[src/rtl/bcpe_pkg.sv]
package bcpe_pkg;

    localparam int COORD_BITS_DEF = 16;
    localparam int FRAC_BITS_DEF  = 16;
    localparam int PT_FRAC        = 8;
    localparam int DEGREE         = 3;
    localparam int NUM_AXES       = 2;
    // input reg + two stages per level + output reg
    localparam int LATENCY        = 2 * DEGREE + 2;

endpackage

[src/rtl/bcpe_lerp.sv]
module bcpe_lerp #(
    parameter int PW        = bcpe_pkg::COORD_BITS_DEF + bcpe_pkg::PT_FRAC,
    parameter int FRAC_BITS = bcpe_pkg::FRAC_BITS_DEF
) (
    input  logic                  i_clk,
    input  logic signed [PW-1:0]  i_a,
    input  logic signed [PW-1:0]  i_b,
    input  logic [FRAC_BITS:0]    i_t,
    output logic signed [PW-1:0]  o_y
);
    import bcpe_pkg::*;

    localparam int DW = PW + 1;
    localparam int TW = FRAC_BITS + 1;
    localparam int MW = DW + TW + 1;

    logic signed [DW-1:0] d;
    logic signed [TW:0]   ts;
    logic signed [MW-1:0] n_prod;
    logic signed [MW-1:0] r_prod;
    logic signed [PW-1:0] r_a;
    logic signed [MW-1:0] rnd;
    logic signed [MW-1:0] shifted;
    logic signed [PW-1:0] n_y;
    logic signed [PW-1:0] r_y;

    // stage 1: difference times t
    assign d      = DW'(i_b) - DW'(i_a);
    assign ts     = {1'b0, i_t};
    assign n_prod = MW'(d) * MW'(ts);

    always_ff @(posedge i_clk) begin
        r_prod <= n_prod;
        r_a    <= i_a;
    end

    // stage 2: round half up, drop t fraction, add base
    assign rnd     = r_prod + MW'(2 ** (FRAC_BITS - 1));
    assign shifted = rnd >>> FRAC_BITS;
    assign n_y     = r_a + PW'(shifted);

    always_ff @(posedge i_clk) begin
        r_y <= n_y;
    end

    assign o_y = r_y;

endmodule

[config.mk]
export PLATFORM = sky130hd
export DESIGN_NAME = bcpe_lerp
export DESIGN_NICKNAME = d
export VERILOG_FILES = /design/src/rtl/bcpe_pkg.sv /design/src/rtl/bcpe_lerp.sv
export SDC_FILE = /design/constraint.sdc
export NUM_CORES = 1
export LEC_CHECK = 0
export BUFFER_PORTS_ARGS = -buffer_cell sky130_fd_sc_hd__buf_4
export CORE_AREA = 2 2 173 175
export CTS_CLUSTER_DIAMETER = 60
export CTS_CLUSTER_SIZE = 20
export DETAILED_ROUTE_END_ITERATION = 8
export DIE_AREA = 0 0 175 177
export HOLD_SLACK_MARGIN = 0.02
export PLACE_DENSITY = 0.83
export SYNTH_ARGS = -nofsm -noshare
export SYNTH_HDL_FRONTEND = slang
export SYNTH_SLANG_ARGS = --single-unit
[constraint.sdc]
create_clock -name i_clk -period 19.4 [get_ports i_clk]
set_input_delay 0.97 -clock i_clk [delete_from_list [all_inputs] [get_ports i_clk]]
set_output_delay 0.97 -clock i_clk [all_outputs]
set_load 0.01 [all_outputs]
==> flow_results.org <==
** Route
- Number of nets with antenna violations after detailed routing :: 0
- DRT iter0 DRCs :: 1060
- Routed wire per std cell :: approximately 19 um
- For this run, the detailed router's first-pass iteration total came to 7.
- For this block, the via count after detailed routing is 14100.
- Dividing the detail-routed via count by the number of cells gives between 5 and 6.
- For this run, design rule violations remaining after detail routing come to 0.
- The routed design has approximately 47000 um of wire.

** GRT
- Maximum number of pins on one net before global-route repair :: 39
- Total congestion overflow after global routing :: 0
- First-pass GRT wire length :: 78500 um
- Across every metal layer, demand over resource in global routing totals ~32%.
- Via count of the first global-routing pass :: 15700
- The initial antenna violation count is 0.

** Setup path
- Crit end category :: register
- Category of cells accounting for the largest share of critical-path delay :: adder cells
- The most numerous cell type found on the critical path is fa_1.
- Crit-path slowest cell :: nor3b_4
- STA classifies the critical path startpoint as a primary input.
- At the worst endpoint, the arrival time is 9.60 ns.
- For this run, the slowest stage of the critical path takes around 0.85 ns.
- In this run the worst path has a maximum fanout of 17.
- Together, buffers and inverters on the worst path number 6.
- Worst setup path category :: primary input to register
- Data required, critical path :: 19.66 ns

** Cells and area
- Area added between synthesis and finish :: 7.61%
- Number of antenna repair diodes :: 0
- The finished cells cover about 0.02 mm^2.
- In the final design database the tool counted between 2000 and 3000 nets.
- Ratio of cells with drive above 1 in the final layout :: 7.97%
- Filler cell count in the final layout :: approximately 2200

** Clock network
- # resized after CTS :: 0
- Clock H-tree levels :: 3
- TritonCTS clock tree :: yes
- At the later pin of the worst-skew pair, clock insertion delay measures between 0.3 and 0.4 ns.
- Clock slew seen by the registers of the worst setup and hold paths :: roughly 0.060 ns
- Num CTS Buffers :: 9
- Buffer levels on the longest clock path :: 2
- After clock tree synthesis, the flow added hold-fix buffers numbering 0.
- In this run the clock root is driven by a clkbuf_16.
- For this design, the sink count on the clock tree is 73.
- Once the clock tree was built, the setup fixing pass inserted 0 buffers.

** Place
- At the end of routability-driven placement, the weighted congestion stood at 0.917.
- IO Port Bufs :: 89
- After detailed placement, the total cell area comes to around 0.020 mm^2.
- The HPWL after detailed placement is roughly 36000 um.

** STA
- Unrepaired setup endpoints after global routing :: false
- Fraction of the cycle the final worst path needs :: 48.1%
- Transition at the pin with the smallest max-transition slack :: 1.12 ns
- Total count of max-transition violations in the final report :: 0
- Clock Skews :: approximately 0.0065 ns
- Setup total negative slack on the finished layout was measured at 0 ns.
- The number of endpoints with negative hold slack in the final report came to 0.
- Tightest slew margin relative to the limit :: 25.1%
- The routed design could run at a clock period as short as 9.33 ns.
- Total of endpoints with negative setup slack in the final report :: 0
- Achievable Freq :: 0.107 GHz

** Synthesis
- The largest total area in the synthesized netlist belongs to fa_1.
- Ranked by total cell area, the synthesized netlist is headed by fa_1 (43%), inv_1 (9.9%), ha_1 (9.6%).
- Flip-flop cell with the highest count after synthesis :: dfxtp_1
- Synth unique cells :: 65
- Average footprint of a synthesized cell :: 9.06 um^2
- Number of flops mapped to enable cells by yosys :: 0
- After technology mapping, the gate count stands at 2051.
- Post-synth top area share :: 42.6%
- During synthesis, Yosys emitted a total of 0 warnings.
- The synthesized design contains 73 register bits.
- The cell area that synthesis handed to floorplanning was around 0.019 mm^2.
- For this run, asynchronously set or reset flops after synthesis account for 0%.
- Sorting the synthesized cells by how often they occur yields inv_1 (489), fa_1 (396), nand2_1 (232), and2_1 (167), ha_1 (142).
- Library cell with the highest instance count after synthesis :: inv_1
- Sequential cells were found to cover ~7.9% of the synthesized design area.
- When the netlist entered floorplanning its net count stood at 2655.

** Min path
- Class of the tightest hold or removal check :: register to register

** Floorplanning
- Overall die area :: about 0.031 mm^2
- Initial cell density of the core :: 63.6%
- Horizontal die dimension :: roughly 180 um
- Vertical extent of the die :: approximately 180 um
- Pin placement for this block handled 90 I/O pins.
- Row generation in the floorplan step produced 63 rows.
- Core ar. :: between 0.02 and 0.03 mm^2

** Outcome
- Status :: finished clean

** Run
- Number of maximum-capacitance violations :: 0
==> metrics by stage <==
stage | worst slack, ns | utilization [%] | cells | hold WS [ns]
3_3_place_gp | 10.12 | 67.3 | 2483 | 0.468
3_5_place_dp | 9.84 | 67.3 | 2483 | 0.461
5_1_grt | 9.54 | 68.4 | 2499 | 0.491
4_1_cts | 10.14 | 68.4 | 2499 | 0.487
2_1_floorplan | 10.91 | - | 2051 | 0.432
6_report | 10.07 | 68.4 | 2499 | 0.483
==> cells by family (layout without fill, tap and decap cells) <==
family                     after synthesis  in the layout  share of synthesized area [%]
muxes                                   17             17                          0.956
DFF                                     73             73                           7.86
xor gates and xnor gates                95             95                           4.48
buffers and inverters                  556            614                           11.4
adders and majority gates              538            538                           52.2
AOI/OAI and AO/OA                      175            175                           6.19
and+or+nand+nor                        597            597                           16.9
==> routing by layer <==
metal	GRT usage (%)	vias up	routed length (um)
met5	0	-	0
met4	11.9	0	1800
met3	5.52	154	4330
met2	55.7	694	23000
met1	41.7	6999	17700
li1	-	6205	-
==> placed cells by master (no fill, tap or decap), types with 3 or more instances in the layout <==
| master | instances |
|---|---|
| a21boi_1 | 3 |
| a21oi_1 | 59 |
| and3_1 | 5 |
| dfxtp_1 | 73 |
| inv_1 | 489 |
| and2_1 | 167 |
| nor3_1 | 12 |
| o21bai_1 | 7 |
| o21ai_0 | 24 |
| mux2i_1 | 11 |
| fa_1 | 396 |
| nand2_2 | 10 |
| mux2_1 | 6 |
| and4_1 | 5 |
| buf_4 | 109 |
| nand2b_1 | 31 |
| xnor2_2 | 4 |
| ha_1 | 142 |
| a211oi_1 | 7 |
| xnor2_1 | 65 |
| nand3_1 | 22 |
| nor2_1 | 40 |
| nor2b_1 | 31 |
| xor2_1 | 23 |
| a21o_1 | 21 |
| nor3b_2 | 10 |
| xor2_2 | 3 |
| nand2_1 | 232 |
| nand4_1 | 6 |
| o21a_1 | 14 |
| nor3b_1 | 4 |
| a31oi_1 | 3 |
| clkbuf_16 | 9 |
| o211ai_1 | 8 |
| or2_2 | 3 |
| or3b_1 | 6 |
| o21ai_1 | 6 |
==> registers in the layout (all words and copies together) (netlist names) <==
name	count
o_y	24
r_a	24
r_prod	25
==> final cells by class <==
type	count	area [um^2]	area share (%)
inverter	489	1840	9.18
multi-input combinational	1422	15100	75.4
timing repair buffer	109	818	4.09
clock buffer	9	225	1.13
clock inverter	7	103	0.513
sequential	73	1460	7.31
tap	390	488	2.44
==> worst paths after layout <==
kind | from | slack, ns | end | cells past startpoint
worst max-delay path | i_b[0] | 10.07 | r_prod[34] | 32
worst min-delay path | r_a[0] | 0.48 | o_y[0] | 1
worst max register to register | r_prod[17] | 15.48 | o_y[23] | 16
worst min register to register | r_a[0] | 0.48 | o_y[0] | 1
Power is left out: the tool's default activity adds up to more than one toggle a clock period on the data nets, which glitch-free logic cannot reach.
